<file path="src/rtl/synth_divider_rfreq_calc_top_defines.svh">
// Assertion helpers for the top-level RTL file.
`ifndef SYNTH_DIVIDER_RFREQ_CALC_TOP_DEFINES_SVH
`define SYNTH_DIVIDER_RFREQ_CALC_TOP_DEFINES_SVH

// Same-cycle implication, checked at every rising clock edge outside reset.
`define SRFC_ASSERT_NOW(label, ante, cons, msg) \
   label: assert property (@(posedge clock) disable iff (reset) (ante) |-> (cons)) \
      else $error(msg);

// Next-cycle implication.
`define SRFC_ASSERT_NEXT(label, ante, cons, msg) \
   label: assert property (@(posedge clock) disable iff (reset) (ante) |=> (cons)) \
      else $error(msg);

`endif

</file>
<file path="src/rtl/srfc_pkg.sv">
package srfc_pkg;

   typedef struct packed {
      logic [31:0] target_freq;
      logic        device_offline;
   } req_type;

   typedef struct packed {
      logic [1:0]  status;
      logic [2:0]  hs_div_code;
      logic [6:0]  n1_code;
      logic [37:0] rfreq;
   } rsp_type;

   localparam logic [1:0] STATUS_SMALL  = 2'd0;
   localparam logic [1:0] STATUS_FULL   = 2'd1;
   localparam logic [1:0] STATUS_REJECT = 2'd2;

   localparam logic [1:0] CSR_DCO_MIN  = 2'd0;
   localparam logic [1:0] CSR_DCO_MAX  = 2'd1;
   localparam logic [1:0] CSR_CRYSTAL  = 2'd2;
   localparam logic [1:0] CSR_FINE_PPM = 2'd3;

   localparam logic [12:0] DCO_MIN_RESET  = 13'd4850;
   localparam logic [12:0] DCO_MAX_RESET  = 13'd5670;
   localparam logic [31:0] CRYSTAL_RESET  = 32'd1917384130;
   localparam logic [15:0] FINE_PPM_RESET = 16'd3500;

   localparam int DIVIDEND_W = 80;
   localparam int QUOT_W     = 41;
   localparam logic [6:0]  STEPS_BIG   = 7'd80;
   localparam logic [6:0]  STEPS_SMALL = 7'd16;
   localparam logic [10:0] N_NONE      = 11'd1408;  // 11*128, never chosen
   localparam logic [2:0]  HS_LAST     = 3'd5;

   typedef struct packed {
      logic       start;
      logic [6:0] steps;
   } div_ctl_type;

   typedef struct packed {
      logic              busy;
      logic              done;
      logic              ovf;
      logic [QUOT_W-1:0] quot;
   } div_stat_type;

   // high-speed divider candidates, largest first
   function automatic logic [3:0] hs_value(input logic [2:0] k);
      logic [3:0] v;
      case (k)
         3'd0:    v = 4'd11;
         3'd1:    v = 4'd9;
         3'd2:    v = 4'd7;
         3'd3:    v = 4'd6;
         3'd4:    v = 4'd5;
         default: v = 4'd4;
      endcase
      return v;
   endfunction

endpackage

</file>
<file path="src/rtl/srfc_div.sv">
module srfc_div
   import srfc_pkg::*;
(
   input  logic                  clock,
   input  logic                  reset,
   input  div_ctl_type           div_ctl,
   input  logic [DIVIDEND_W-1:0] dividend,
   input  logic [31:0]           divisor,
   output div_stat_type          div_stat
);

   logic [DIVIDEND_W-1:0] dvd_ff, dvd_in;
   logic [31:0]           dsr_ff, dsr_in;
   logic [31:0]           rem_ff, rem_in;
   logic [QUOT_W-1:0]     quot_ff, quot_in;
   logic                  ovf_ff, ovf_in;
   logic [6:0]            cnt_ff, cnt_in;
   logic                  busy_ff, busy_in;
   logic                  done_ff, done_in;

   logic [32:0] rem_sh;
   logic [31:0] rem_sub;
   logic        ge;

   // one restoring step: shift in the next dividend bit, subtract if it fits
   assign rem_sh  = {rem_ff, dvd_ff[DIVIDEND_W-1]};
   assign ge      = rem_sh >= {1'b0, dsr_ff};
   // when ge holds the difference is below the divisor, so 32 bits carry it
   assign rem_sub = rem_sh[31:0] - dsr_ff;

   always_comb begin
      dvd_in  = dvd_ff;
      dsr_in  = dsr_ff;
      rem_in  = rem_ff;
      quot_in = quot_ff;
      ovf_in  = ovf_ff;
      cnt_in  = cnt_ff;
      busy_in = busy_ff;
      done_in = 1'b0;
      if (div_ctl.start) begin
         dvd_in  = dividend;
         dsr_in  = divisor;
         rem_in  = '0;
         quot_in = '0;
         ovf_in  = 1'b0;
         cnt_in  = div_ctl.steps;
         busy_in = 1'b1;
      end else if (busy_ff) begin
         dvd_in  = {dvd_ff[DIVIDEND_W-2:0], 1'b0};
         rem_in  = ge ? rem_sub : rem_sh[31:0];
         ovf_in  = ovf_ff | quot_ff[QUOT_W-1];
         quot_in = {quot_ff[QUOT_W-2:0], ge};
         cnt_in  = cnt_ff - 7'd1;
         if (cnt_ff == 7'd1) begin
            busy_in = 1'b0;
            done_in = 1'b1;
         end
      end
   end

   always_ff @(posedge clock) begin
      dvd_ff  <= dvd_in;
      dsr_ff  <= dsr_in;
      rem_ff  <= rem_in;
      quot_ff <= quot_in;
      ovf_ff  <= ovf_in;
      cnt_ff  <= cnt_in;
      if (reset) begin
         busy_ff <= 1'b0;
         done_ff <= 1'b0;
      end else begin
         busy_ff <= busy_in;
         done_ff <= done_in;
      end
   end

   assign div_stat.busy = busy_ff;
   assign div_stat.done = done_ff;
   assign div_stat.ovf  = ovf_ff;
   assign div_stat.quot = quot_ff;

endmodule

</file>
<file path="src/rtl/synth_divider_rfreq_calc_top.sv">
// Channel  Ports                        Carries
// req      req_valid/req_stall/req_payload  target frequency, offline flag
// rsp      rsp_valid/rsp_stall/rsp_payload  status, divider codes, RFREQ
//
// The block works on one item at a time: the next is accepted only once the last
// has reached the result register. The full search runs the shared restoring
// divider more often than a small step (rejects end earlier); the divider runs 16
// steps per small quotient and 80 for RFREQ. Synchronous reset restores the register
// defaults and clears the stored divider set. A finished item waits in
// the result register while the next item is taken; the block stalls input while
// it works or while a second result is ready and the result register is held.
module synth_divider_rfreq_calc_top
   import srfc_pkg::*;
(
   input  logic        clock,
   input  logic        reset,
   input  logic        req_valid,
   output logic        req_stall,
   input  req_type     req_payload,
   output logic        rsp_valid,
   input  logic        rsp_stall,
   output rsp_type     rsp_payload,
   input  logic        csr_wr_en,
   input  logic [1:0]  csr_index,
   input  logic [31:0] csr_wdata
);

`include "synth_divider_rfreq_calc_top_defines.svh"

   typedef enum logic [3:0] {
      S_IDLE, S_WIN, S_WCMP, S_DIV0, S_DIV0_WAIT, S_HS, S_HS_WAIT, S_SEL,
      S_MUL, S_DCO, S_BIG, S_BIG_WAIT, S_DONE
   } state_type;

   state_type    state_ff, state_in;
   req_type      item_ff, item_in;
   logic         small_ff, small_in;
   logic [31:0]  d_ff, d_in;
   logic [31:0]  lim_ff, lim_in;
   logic [15:0]  n0_ff, n0_in;
   logic [2:0]   k_ff, k_in;
   logic [10:0]  best_n_ff, best_n_in;
   logic [7:0]   best_n1_ff, best_n1_in;
   logic [3:0]   best_hs_ff, best_hs_in;
   logic [10:0]  n_ff, n_in;
   logic [42:0]  prod_ff, prod_in;
   rsp_type      res_ff, res_in;
   rsp_type      rsp_ff, rsp_in;
   logic         rsp_valid_ff, rsp_valid_in;

   logic [12:0]  dco_min_ff, dco_min_in;
   logic [12:0]  dco_max_ff, dco_max_in;
   logic [31:0]  xtal_ff, xtal_in;
   logic [15:0]  ppm_ff, ppm_in;

   logic [31:0]  centre_ff, centre_in;
   logic [10:0]  total_div_ff, total_div_in;
   logic [7:0]   slow_div_ff, slow_div_in;
   logic [3:0]   fast_div_ff, fast_div_in;

   div_ctl_type           div_ctl;
   div_stat_type          div_stat;
   logic [DIVIDEND_W-1:0] div_dividend;
   logic [31:0]           div_divisor;

   logic [35:0] d15;
   logic [16:0] n1_raw;
   logic [7:0]  n1_even;
   logic [10:0] cand;
   logic [3:0]  hs_cur;
   logic [13:0] dco_lim_sum;
   logic [40:0] q_p1;
   logic        big_fail;
   rsp_type     reject_res;

   srfc_div u_div (
      .clock    (clock),
      .reset    (reset),
      .div_ctl  (div_ctl),
      .dividend (div_dividend),
      .divisor  (div_divisor),
      .div_stat (div_stat)
   );

   assign hs_cur      = hs_value(k_ff);
   assign d15         = {d_ff, 4'b0} - {4'b0, d_ff};
   assign n1_raw      = {1'b0, div_stat.quot[15:0]} + 17'd1;
   assign n1_even     = (n1_raw[7:0] != 8'd1 && n1_raw[0]) ? n1_raw[7:0] + 8'd1
                                                            : n1_raw[7:0];
   assign cand        = 11'(hs_cur) * 11'(n1_even);
   assign dco_lim_sum = {1'b0, dco_max_ff} + 14'd4;
   assign q_p1        = {1'b0, div_stat.quot[39:0]} + 41'd1;
   assign big_fail    = div_stat.ovf || div_stat.quot[40] || (q_p1[40:39] != 2'b00);
   assign reject_res  = '{status: STATUS_REJECT, hs_div_code: 3'd0, n1_code: 7'd0,
                          rfreq: 38'd0};

   always_comb begin
      div_ctl.start = 1'b0;
      div_ctl.steps = STEPS_SMALL;
      div_dividend  = {{dco_min_ff, 3'b0}, 64'b0};
      div_divisor   = {18'b0, item_ff.target_freq[31:18]};
      case (state_ff)
         S_DIV0: div_ctl.start = 1'b1;
         S_HS: begin
            div_ctl.start = 1'b1;
            div_dividend  = {n0_ff, 64'b0};
            div_divisor   = {28'b0, hs_cur};
         end
         S_BIG: begin
            div_ctl.start = 1'b1;
            div_ctl.steps = STEPS_BIG;
            div_dividend  = {5'b0, prod_ff, 32'b0};
            div_divisor   = xtal_ff;
         end
         default: ;
      endcase
   end

   always_comb begin
      state_in     = state_ff;
      item_in      = item_ff;
      small_in     = small_ff;
      d_in         = d_ff;
      lim_in       = lim_ff;
      n0_in        = n0_ff;
      k_in         = k_ff;
      best_n_in    = best_n_ff;
      best_n1_in   = best_n1_ff;
      best_hs_in   = best_hs_ff;
      n_in         = n_ff;
      prod_in      = prod_ff;
      res_in       = res_ff;
      rsp_in       = rsp_ff;
      rsp_valid_in = rsp_valid_ff && rsp_stall;
      centre_in    = centre_ff;
      total_div_in = total_div_ff;
      slow_div_in  = slow_div_ff;
      fast_div_in  = fast_div_ff;
      dco_min_in   = dco_min_ff;
      dco_max_in   = dco_max_ff;
      xtal_in      = xtal_ff;
      ppm_in       = ppm_ff;

      if (csr_wr_en) begin
         case (csr_index)
            CSR_DCO_MIN:  dco_min_in = csr_wdata[12:0];
            CSR_DCO_MAX:  dco_max_in = csr_wdata[12:0];
            CSR_CRYSTAL:  xtal_in    = csr_wdata;
            CSR_FINE_PPM: ppm_in     = csr_wdata[15:0];
            default: ;
         endcase
      end

      case (state_ff)
         S_IDLE: begin
            if (req_valid) begin
               item_in  = req_payload;
               state_in = S_WIN;
            end
         end
         S_WIN: begin
            d_in     = (item_ff.target_freq >= centre_ff) ?
                       item_ff.target_freq - centre_ff : centre_ff - item_ff.target_freq;
            lim_in   = centre_ff[31:16] * ppm_ff;
            state_in = S_WCMP;
         end
         S_WCMP: begin
            best_n_in  = N_NONE;
            best_n1_in = 8'd0;
            best_hs_in = 4'd0;
            k_in       = 3'd0;
            small_in   = 1'b0;
            if (ppm_ff != 16'd0 && !item_ff.device_offline && total_div_ff != 11'd0 &&
                d15 <= {4'b0, lim_ff}) begin
               small_in = 1'b1;
               n_in     = total_div_ff;
               state_in = S_MUL;
            end else if (item_ff.target_freq[31:18] == 14'd0) begin
               res_in   = reject_res;
               state_in = S_DONE;
            end else begin
               state_in = S_DIV0;
            end
         end
         S_DIV0: state_in = S_DIV0_WAIT;
         S_DIV0_WAIT: begin
            if (div_stat.done) begin
               n0_in    = div_stat.quot[15:0];
               state_in = S_HS;
            end
         end
         S_HS: state_in = S_HS_WAIT;
         S_HS_WAIT: begin
            if (div_stat.done) begin
               if (n1_raw <= 17'd128 && best_n_ff > cand) begin
                  best_n_in  = cand;
                  best_n1_in = n1_even;
                  best_hs_in = hs_cur;
               end
               k_in     = k_ff + 3'd1;
               state_in = (k_ff == HS_LAST) ? S_SEL : S_HS;
            end
         end
         S_SEL: begin
            if (best_hs_ff == 4'd0) begin
               res_in   = reject_res;
               state_in = S_DONE;
            end else begin
               n_in     = best_n_ff;
               state_in = S_MUL;
            end
         end
         S_MUL: begin
            prod_in  = item_ff.target_freq * n_ff;
            state_in = S_DCO;
         end
         S_DCO: begin
            if (prod_ff[42:24] > {8'b0, dco_lim_sum[13:3]}) begin
               res_in   = reject_res;
               state_in = S_DONE;
            end else begin
               state_in = S_BIG;
            end
         end
         S_BIG: state_in = S_BIG_WAIT;
         S_BIG_WAIT: begin
            if (div_stat.done) begin
               state_in = S_DONE;
               if (big_fail) begin
                  res_in = reject_res;
               end else if (small_ff) begin
                  res_in = '{status: STATUS_SMALL, hs_div_code: 3'(fast_div_ff - 4'd4),
                             n1_code: 7'(slow_div_ff - 8'd1), rfreq: q_p1[38:1]};
               end else begin
                  res_in = '{status: STATUS_FULL, hs_div_code: 3'(best_hs_ff - 4'd4),
                             n1_code: 7'(best_n1_ff - 8'd1), rfreq: q_p1[38:1]};
                  total_div_in = n_ff;
                  slow_div_in  = best_n1_ff;
                  fast_div_in  = best_hs_ff;
                  centre_in    = item_ff.target_freq;
               end
            end
         end
         S_DONE: begin
            if (!rsp_valid_ff || !rsp_stall) begin
               rsp_in       = res_ff;
               rsp_valid_in = 1'b1;
               state_in     = S_IDLE;
            end
         end
         default: state_in = S_IDLE;
      endcase
   end

   always_ff @(posedge clock) begin
      item_ff    <= item_in;
      small_ff   <= small_in;
      d_ff       <= d_in;
      lim_ff     <= lim_in;
      n0_ff      <= n0_in;
      k_ff       <= k_in;
      best_n_ff  <= best_n_in;
      best_n1_ff <= best_n1_in;
      best_hs_ff <= best_hs_in;
      n_ff       <= n_in;
      prod_ff    <= prod_in;
      res_ff     <= res_in;
      rsp_ff     <= rsp_in;
      if (reset) begin
         state_ff     <= S_IDLE;
         rsp_valid_ff <= 1'b0;
         dco_min_ff   <= DCO_MIN_RESET;
         dco_max_ff   <= DCO_MAX_RESET;
         xtal_ff      <= CRYSTAL_RESET;
         ppm_ff       <= FINE_PPM_RESET;
         centre_ff    <= '0;
         total_div_ff <= '0;
         slow_div_ff  <= '0;
         fast_div_ff  <= '0;
      end else begin
         state_ff     <= state_in;
         rsp_valid_ff <= rsp_valid_in;
         dco_min_ff   <= dco_min_in;
         dco_max_ff   <= dco_max_in;
         xtal_ff      <= xtal_in;
         ppm_ff       <= ppm_in;
         centre_ff    <= centre_in;
         total_div_ff <= total_div_in;
         slow_div_ff  <= slow_div_in;
         fast_div_ff  <= fast_div_in;
      end
   end

   assign req_stall   = (state_ff != S_IDLE);
   assign rsp_valid   = rsp_valid_ff;
   assign rsp_payload = rsp_ff;

   `SRFC_ASSERT_NOW(a_reject_zero, rsp_valid_ff && rsp_ff.status == STATUS_REJECT,
      rsp_ff.hs_div_code == 3'd0 && rsp_ff.n1_code == 7'd0 && rsp_ff.rfreq == 38'd0,
      "rejected item carries nonzero fields")
   `SRFC_ASSERT_NOW(a_n1_even, rsp_valid_ff && rsp_ff.status != STATUS_REJECT,
      rsp_ff.n1_code == 7'd0 || rsp_ff.n1_code[0],
      "slow divider is neither one nor even")
   `SRFC_ASSERT_NOW(a_div_owner, div_stat.busy,
      state_ff == S_DIV0_WAIT || state_ff == S_HS_WAIT || state_ff == S_BIG_WAIT,
      "divider runs outside a wait state")
   `SRFC_ASSERT_NEXT(a_take_busy, req_valid && !req_stall, state_ff == S_WIN,
      "accepted item did not start the sequence")

endmodule
</file>
<file path="config.mk">
export PLATFORM = sky130hd
export DESIGN_NAME = synth_divider_rfreq_calc_top
export DESIGN_NICKNAME = d
export VERILOG_FILES = /design/src/rtl/srfc_pkg.sv /design/src/rtl/srfc_div.sv /design/src/rtl/synth_divider_rfreq_calc_top.sv
export VERILOG_INCLUDE_DIRS = /design/src /design/src/rtl
export SDC_FILE = /design/constraint.sdc
export NUM_CORES = 2
export LEC_CHECK = 0
export BUFFER_PORTS_ARGS = -buffer_cell sky130_fd_sc_hd__buf_4
export CORE_MARGIN = 4
export CORE_UTILIZATION = 60
export CTS_BUF_LIST = sky130_fd_sc_hd__clkbuf_4 sky130_fd_sc_hd__clkbuf_8
export CTS_CLUSTER_DIAMETER = 50
export DETAILED_ROUTE_END_ITERATION = 6
export HOLD_SLACK_MARGIN = 0.12
export PLACE_DENSITY = 0.87
export SYNTH_ARGS = -nofsm -noshare
export SYNTH_HDL_FRONTEND = slang
export SYNTH_HIERARCHICAL = 1
export SYNTH_SLANG_ARGS = --single-unit
</file>
<file path="constraint.sdc">
create_clock -name clock -period 8.55 [get_ports clock]
set_input_delay 0 -clock clock [delete_from_list [all_inputs] [get_ports clock]]
set_output_delay 0 -clock clock [all_outputs]
set_load 0.05 [all_outputs]
</file>
* Yosys cells after proc, flatten, opt, wreduce, memory -nomap -nowiden
Index checks and enable logic that the tools add are counted.
Storage, ports and cells: bits of input ports 72, word-level logic and storage cells 191, bits in registers 620
Cells by class: reductions and logical operators 40, eq/ne operators 34, multiply operators 3, magnitude comparators 6, mux-type cells 52, add/sub/neg operators 14, bitwise gates (word level) 4
Operators with widths (number):
- 50-bit two-way mux | 6
- 50-bit one-hot mux with 4 select lines | 1
- 80-bit two-way mux | 2
- 80-bit one-hot mux with 2 select lines | 1
- 32-bit subtractor | 3
- 32-bit two-way mux | 2
- 32-bit one-hot mux with 2 select lines | 1
- 4-bit one-hot mux with 13 select lines | 1
- 49-bit two-way mux | 1
- 11-bit two-way mux | 4
- 11-bit one-hot mux with 2 select lines | 2
- 32-bit by 11-bit multiplier with 43-bit output | 1
- 40-bit by 1-bit adder with 41-bit output, second input constant | 1
- 36-bit by 32-bit less-or-equal comparator with 1-bit output | 1
- 4-bit two-way mux | 9
- 36-bit by 32-bit subtractor with 36-bit output | 1
- 7-bit two-way mux | 5
- 33-bit by 32-bit greater-or-equal comparator with 1-bit output | 1
- 32-bit greater-or-equal comparator | 1
- 16-bit by 16-bit multiplier with 32-bit output | 1
- 7-bit by 1-bit subtractor with 7-bit output, second input constant | 3
- 4-bit == test, second input constant | 5
- 4-bit one-hot mux with 5 select lines | 1
- 19-bit by 11-bit greater-than comparator with 1-bit output | 1
- 46 further kinds | 98

* Logic depth before layout (Yosys ltp)
depth after elaboration 10, mapped depth 33, depth with buffers taken out 32

* Modules after synthesis
The synthesis kept the hierarchy.
Modules (own cells, without submodules):
- synth_divider_rfreq_calc_top | area an instance 42499.5 sq um, instances 1, cells each 4585
- srfc_div | area an instance 9606.7 sq um, instances 1, cells each 837

* Worst setup path after synthesis
Ideal clock, no wire load.
kind register to register, start point register d_ff[3], end point register res_ff[0] in the netlist's numbering (enable), library setup time 519 ps, stages on the path, launching flop included 21, arrival time 7556 ps, path slack 475 ps, buffers on the path 0, path through edfxtp_1 -> ha_1 -> o21a_1 -> o21a_1 -> o22a_1 -> a211oi_2 -> o221ai_1 -> a31oi_1 -> o21bai_1 -> a21o_1 -> a21oi_1 -> xnor2_1 -> ha_1 -> and4_1 -> nand2_1 -> a31oi_1 -> o21ai_0 -> nor4b_1 -> nand4_1 -> o22ai_1 -> nor3_1
Between the ends: longest elaborated chain between the ends 5
RTL lines:
- start: declaration | RTL line synth_divider_rfreq_calc_top.sv:38 | logic [31:0] d_ff, d_in;
- start signal: assignment | RTL line synth_divider_rfreq_calc_top.sv:258 | d_ff <= d_in;
- 36-bit by 32-bit subtractor with 36-bit output | RTL line synth_divider_rfreq_calc_top.sv:86 | assign d15 = {d_ff, 4'b0} - {4'b0, d_ff};
- 36-bit by 32-bit less-or-equal comparator with 1-bit output | RTL line synth_divider_rfreq_calc_top.sv:174 | d15 <= {4'b0, lim_ff}) begin
- 1-bit logical AND | RTL line synth_divider_rfreq_calc_top.sv:173 | if (ppm_ff != 16'd0 && !item_ff.device_offline && total_div_ff != 11'd0 &&
- 2-bit != test (no line)
- 6-bit AND reduction (no line)
- end signal: assignment | RTL line synth_divider_rfreq_calc_top.sv:267 | res_ff <= res_in;
- end: declaration | RTL line synth_divider_rfreq_calc_top.sv:47 | rsp_type res_ff, res_in;
Every way passes these cells. A chain may end at the register's enable or synchronous reset.

* Worst setup path in the final report
start point register u_div.quot_ff[0], end point register best_n_ff[4] (enable)
Between the ends: longest elaborated chain between the ends 9, elaborated cells between the ends (all ways) 11, classes of those cells 2 x add/sub; 1 x mul; 2 x order compare; 2 x eq/ne; 1 x mux; 3 x reduce/logical
RTL lines:
- start: declaration | RTL line srfc_div.sv:15 | logic [QUOT_W-1:0] quot_ff, quot_in;
- start signal: assignment | RTL line srfc_div.sv:65 | quot_ff <= quot_in;
- 16-bit by 1-bit adder with 17-bit output * | RTL line synth_divider_rfreq_calc_top.sv:87 | assign n1_raw = {1'b0, div_stat.quot[15:0]} + 17'd1;
- branches (longest 5 deep; another with 4-bit by 8-bit multiplier with 11-bit output)
- 1-bit logical AND * | RTL line synth_divider_rfreq_calc_top.sv:195 | if (n1_raw <= 17'd128 && best_n_ff > cand) begin
- 2-bit != test (no line) *
- 3-bit AND reduction (no line) *
- end signal: assignment | RTL line synth_divider_rfreq_calc_top.sv:262 | best_n_ff <= best_n_in;
- end: declaration | RTL line synth_divider_rfreq_calc_top.sv:42 | logic [10:0] best_n_ff, best_n_in;
Every way passes the cells marked *.

==> metrics list <==
- Setup slack closes at just over 0.8 ns.
- Layout area overhead: 11.3%
- The worst path in the final design needs a cycle of a little under 8 ns, including I/O delays and setup.
- Die outline area: around 0.092 mm^2
- Arrival time reported for the critical path endpoint: a little over 8 ns
- CP startpoint kind: register
- Measured slew at the worst slew-check pin: about 1.2 ns
- The number of global-route vias before repair is around 43,000.
- Deepest clock path buffer count: 3
* Count of unresolved DRC violations after routing: 0
- Tracing the worst setup path back leads to its startpoint at u_div/quot_ff[0].
- Area of all placed cells without fillers: 0.0580 mm^2
- Along the worst path, the maximum fanout reaches 22.
- The setup path with the least slack is of type reg2reg.
- Pre-CTS setup slack: 0.959 ns
* Post-CTS repair timing setup buffer count: 0
- Gate Count Post-Synth: roughly 5,400
* First-pass GRT wire length: about 230,000 um
- CTS tree: yes
* Delay of the slowest cell on the worst path: roughly 0.53 ns
- For this configuration, the core starts out at a cell density of just over 60%.
- Area of the multi-input gates: about 0.032 mm^2
* Nets@finish: between 6,000 and 7,000
* Antenna viol nets, final: 0
- Clock skew after layout: 0.0572 ns
- In this run the count of I/O pins placed on the die edge is approximately 120.
* # Max-Cap Violations: 0
- STA puts the critical path data required time at around 9 ns.
* Design Power: around 0.026 W
- For this run the aggregate overflow at the end of global routing stands at 0.
- Count of buffers inserted at the top-level ports: roughly 120
* Relative max-transition margin: between 15 and 20%
- Among all stages on the critical path, the largest delay is contributed by sky130_fd_sc_hd__fa_1.
* Hold WC Path Type: in2reg
- The clock drives between 600 and 700 sinks.
- Die width: ~300 um
- The final critical path takes up between 90% and 100% of the cycle.
- Layout fillers: between 6,000 and 7,000
* Leakage component of the power: about 25 nW
* Setup repair after global routing missed its margin: no
- The startpoint identified for the worst register-to-register timing path is u_div/quot_ff[0].
* Pin count of the biggest net entering global routing: 84
- Wires add up to 141,000 um.
* # rows: about 110
* Total via count after detailed routing: 41,292
- Routability-driven placement finished with a final weighted congestion of approximately 0.94.
- Dividing the detail-routed wire length by the instance count gives approximately 20 um.
- In this run the most critical hold path is launched from csr_wdata[4].
* Number of max-slew violations in the final report: 0
* HPWL after DPL: ~95,000 um
* IR drop worst, VDD: ~0.77 mV
* Post-layout utilization of the core: just under 70%
- The number of hold violations in the final report is 0.
- Core Footprint: 0.0857 mm^2
- The number of antenna violations at the first check in global routing is 5.
- All-Layer GR Usage: ~31%
* Power density of the placed cells: 443 mW/mm^2
- Share of post-route cells with drive strength above 1: under 10%
- Clock-pin slew was measured on the worst setup and hold paths at about 0.06 ns.
* Post-synth design cell area: around 0.052 mm^2
- The first TritonRoute pass finished after 6 iterations.
- Measured along the y axis, the die boundary spans about 300 um.
- Area post-placement: roughly 0.054 mm^2
- The flow ran to the end, and the final reports show no timing, DRC or antenna violations.
- Synth Warn #: 6
* Vias per cell: between 6 and 7
- The worst setup path is captured at a register.
- The later pin in the worst-skew pair is clocked with a latency of 0.78 ns.
- Final setup violation count: 0
- TritonCTS created 103 clock buffers.
- The average instance in the mapped netlist occupies slightly below 10 um^2.
- In the final timing run, aggregate negative setup slack is 0 ns.
* Max H-tree Level: 3
- The tree is rooted in a sky130_fd_sc_hd__clkbuf_8.
- The detailed router finished its first iteration with between 3,000 and 4,000 violations.
* Seq. cell area: between 0.015 and 0.02 mm^2
- Maximum frequency from static timing analysis: roughly 130 MHz
## layout by cell type (no fill, tap or decap), drive strengths merged, types with 25 or more instances in the layout
| cell type | instances |
|---|---|
| nand3 | 62 |
| buf | 187 |
| nand2 | 790 |
| xor2 | 89 |
| nor2b | 45 |
| fa | 478 |
| nand2b | 39 |
| mux2 | 101 |
| xnor2 | 131 |
| a211oi | 41 |
| clkbuf | 160 |
| a21oi | 302 |
| edfxtp | 412 |
| a21o | 124 |
| mux2i | 79 |
| inv | 652 |
| ha | 390 |
| o21bai | 31 |
| conb | 38 |
| dlygate4sd3 | 169 |
| o21a | 25 |
| o21ai | 126 |
| nor3 | 52 |
| dfxtp | 206 |
| and2 | 269 |
| and3 | 29 |
| a31oi | 25 |
| nand4 | 51 |
| nor2 | 314 |
| nand3b | 31 |
## worst max-delay path, delay by kind of cell (launching register included)
kind                       cells  cell delay [ns]
AOI/OAI and AO/OA              8             1.43
xor gates and xnor gates       4             0.76
adders and majority gates      5             1.95
buffers and inverters          4             0.47
DFF                            1             0.49
and+or+nand+nor               12             2.27
## sequential cells by signal, summed over array words and instances (netlist names), 13 cells and up
signal and count:
n0_ff 16, dco_min_ff 13, lim_ff 32, u_div/rem_ff 32, rsp_payload 50, u_div/dsr_ff 32
d_ff 32, u_div/dvd_ff 80, prod_ff 43, u_div/quot_ff 41, ppm_ff 16, item_ff 33
res_ff 50, centre_ff 32, xtal_ff 32
## repair_timing
action	in CTS	in global routing
gates resized for setup	0	1
hold buffers	169	0
hold endpoints to repair	183	0
setup endpoints to repair	0	22
## per-layer routing
layer	global-route usage [%]	up-vias	share of wire, %
li1	-	18402	-
met1	38.2	19821	36
met2	50.5	2375	47
met3	8.55	694	11
met4	16.5	0	6.1
met5	0	-	0
## stage by stage
step	std cells	hold WS [ns]
after detailed placement	6510	0.180
after floorplan	5457	0.0724
after global placement	6510	0.179
after global routing	6876	0.159
final	6879	0.181
after CTS	6873	0.135
## final timing paths
| path | to | slack, ns | depth (start not counted) |
|---|---|---|---|
| hold reg to reg | rsp_payload[24] | 0.41 | 0 |
| hold / removal | ppm_ff[4] | 0.18 | 4 |
| setup reg to reg | best_n_ff[4] | 0.83 | 33 |
| setup / recovery | best_n_ff[4] | 0.83 | 33 |
## final cells by class
type / instances / share of cell area, %
clock buffer: 160 / 3.37
antenna: 6 / 0.0259
sequential: 618 / 28.5
tap: 1144 / 2.47
multi-input combinational: 3914 / 55.7
inverter: 647 / 4.19
timing repair buffer: 356 / 5.34
clock inverter: 34 / 0.460
## power by group
part,internal (W),total (W),switching (W)
sequential,0.00446,0.00495,0.000498
combinational,0.00733,0.0179,0.0106
clock,0.00151,0.00282,0.00131
(Power assumes the default switching activity.)
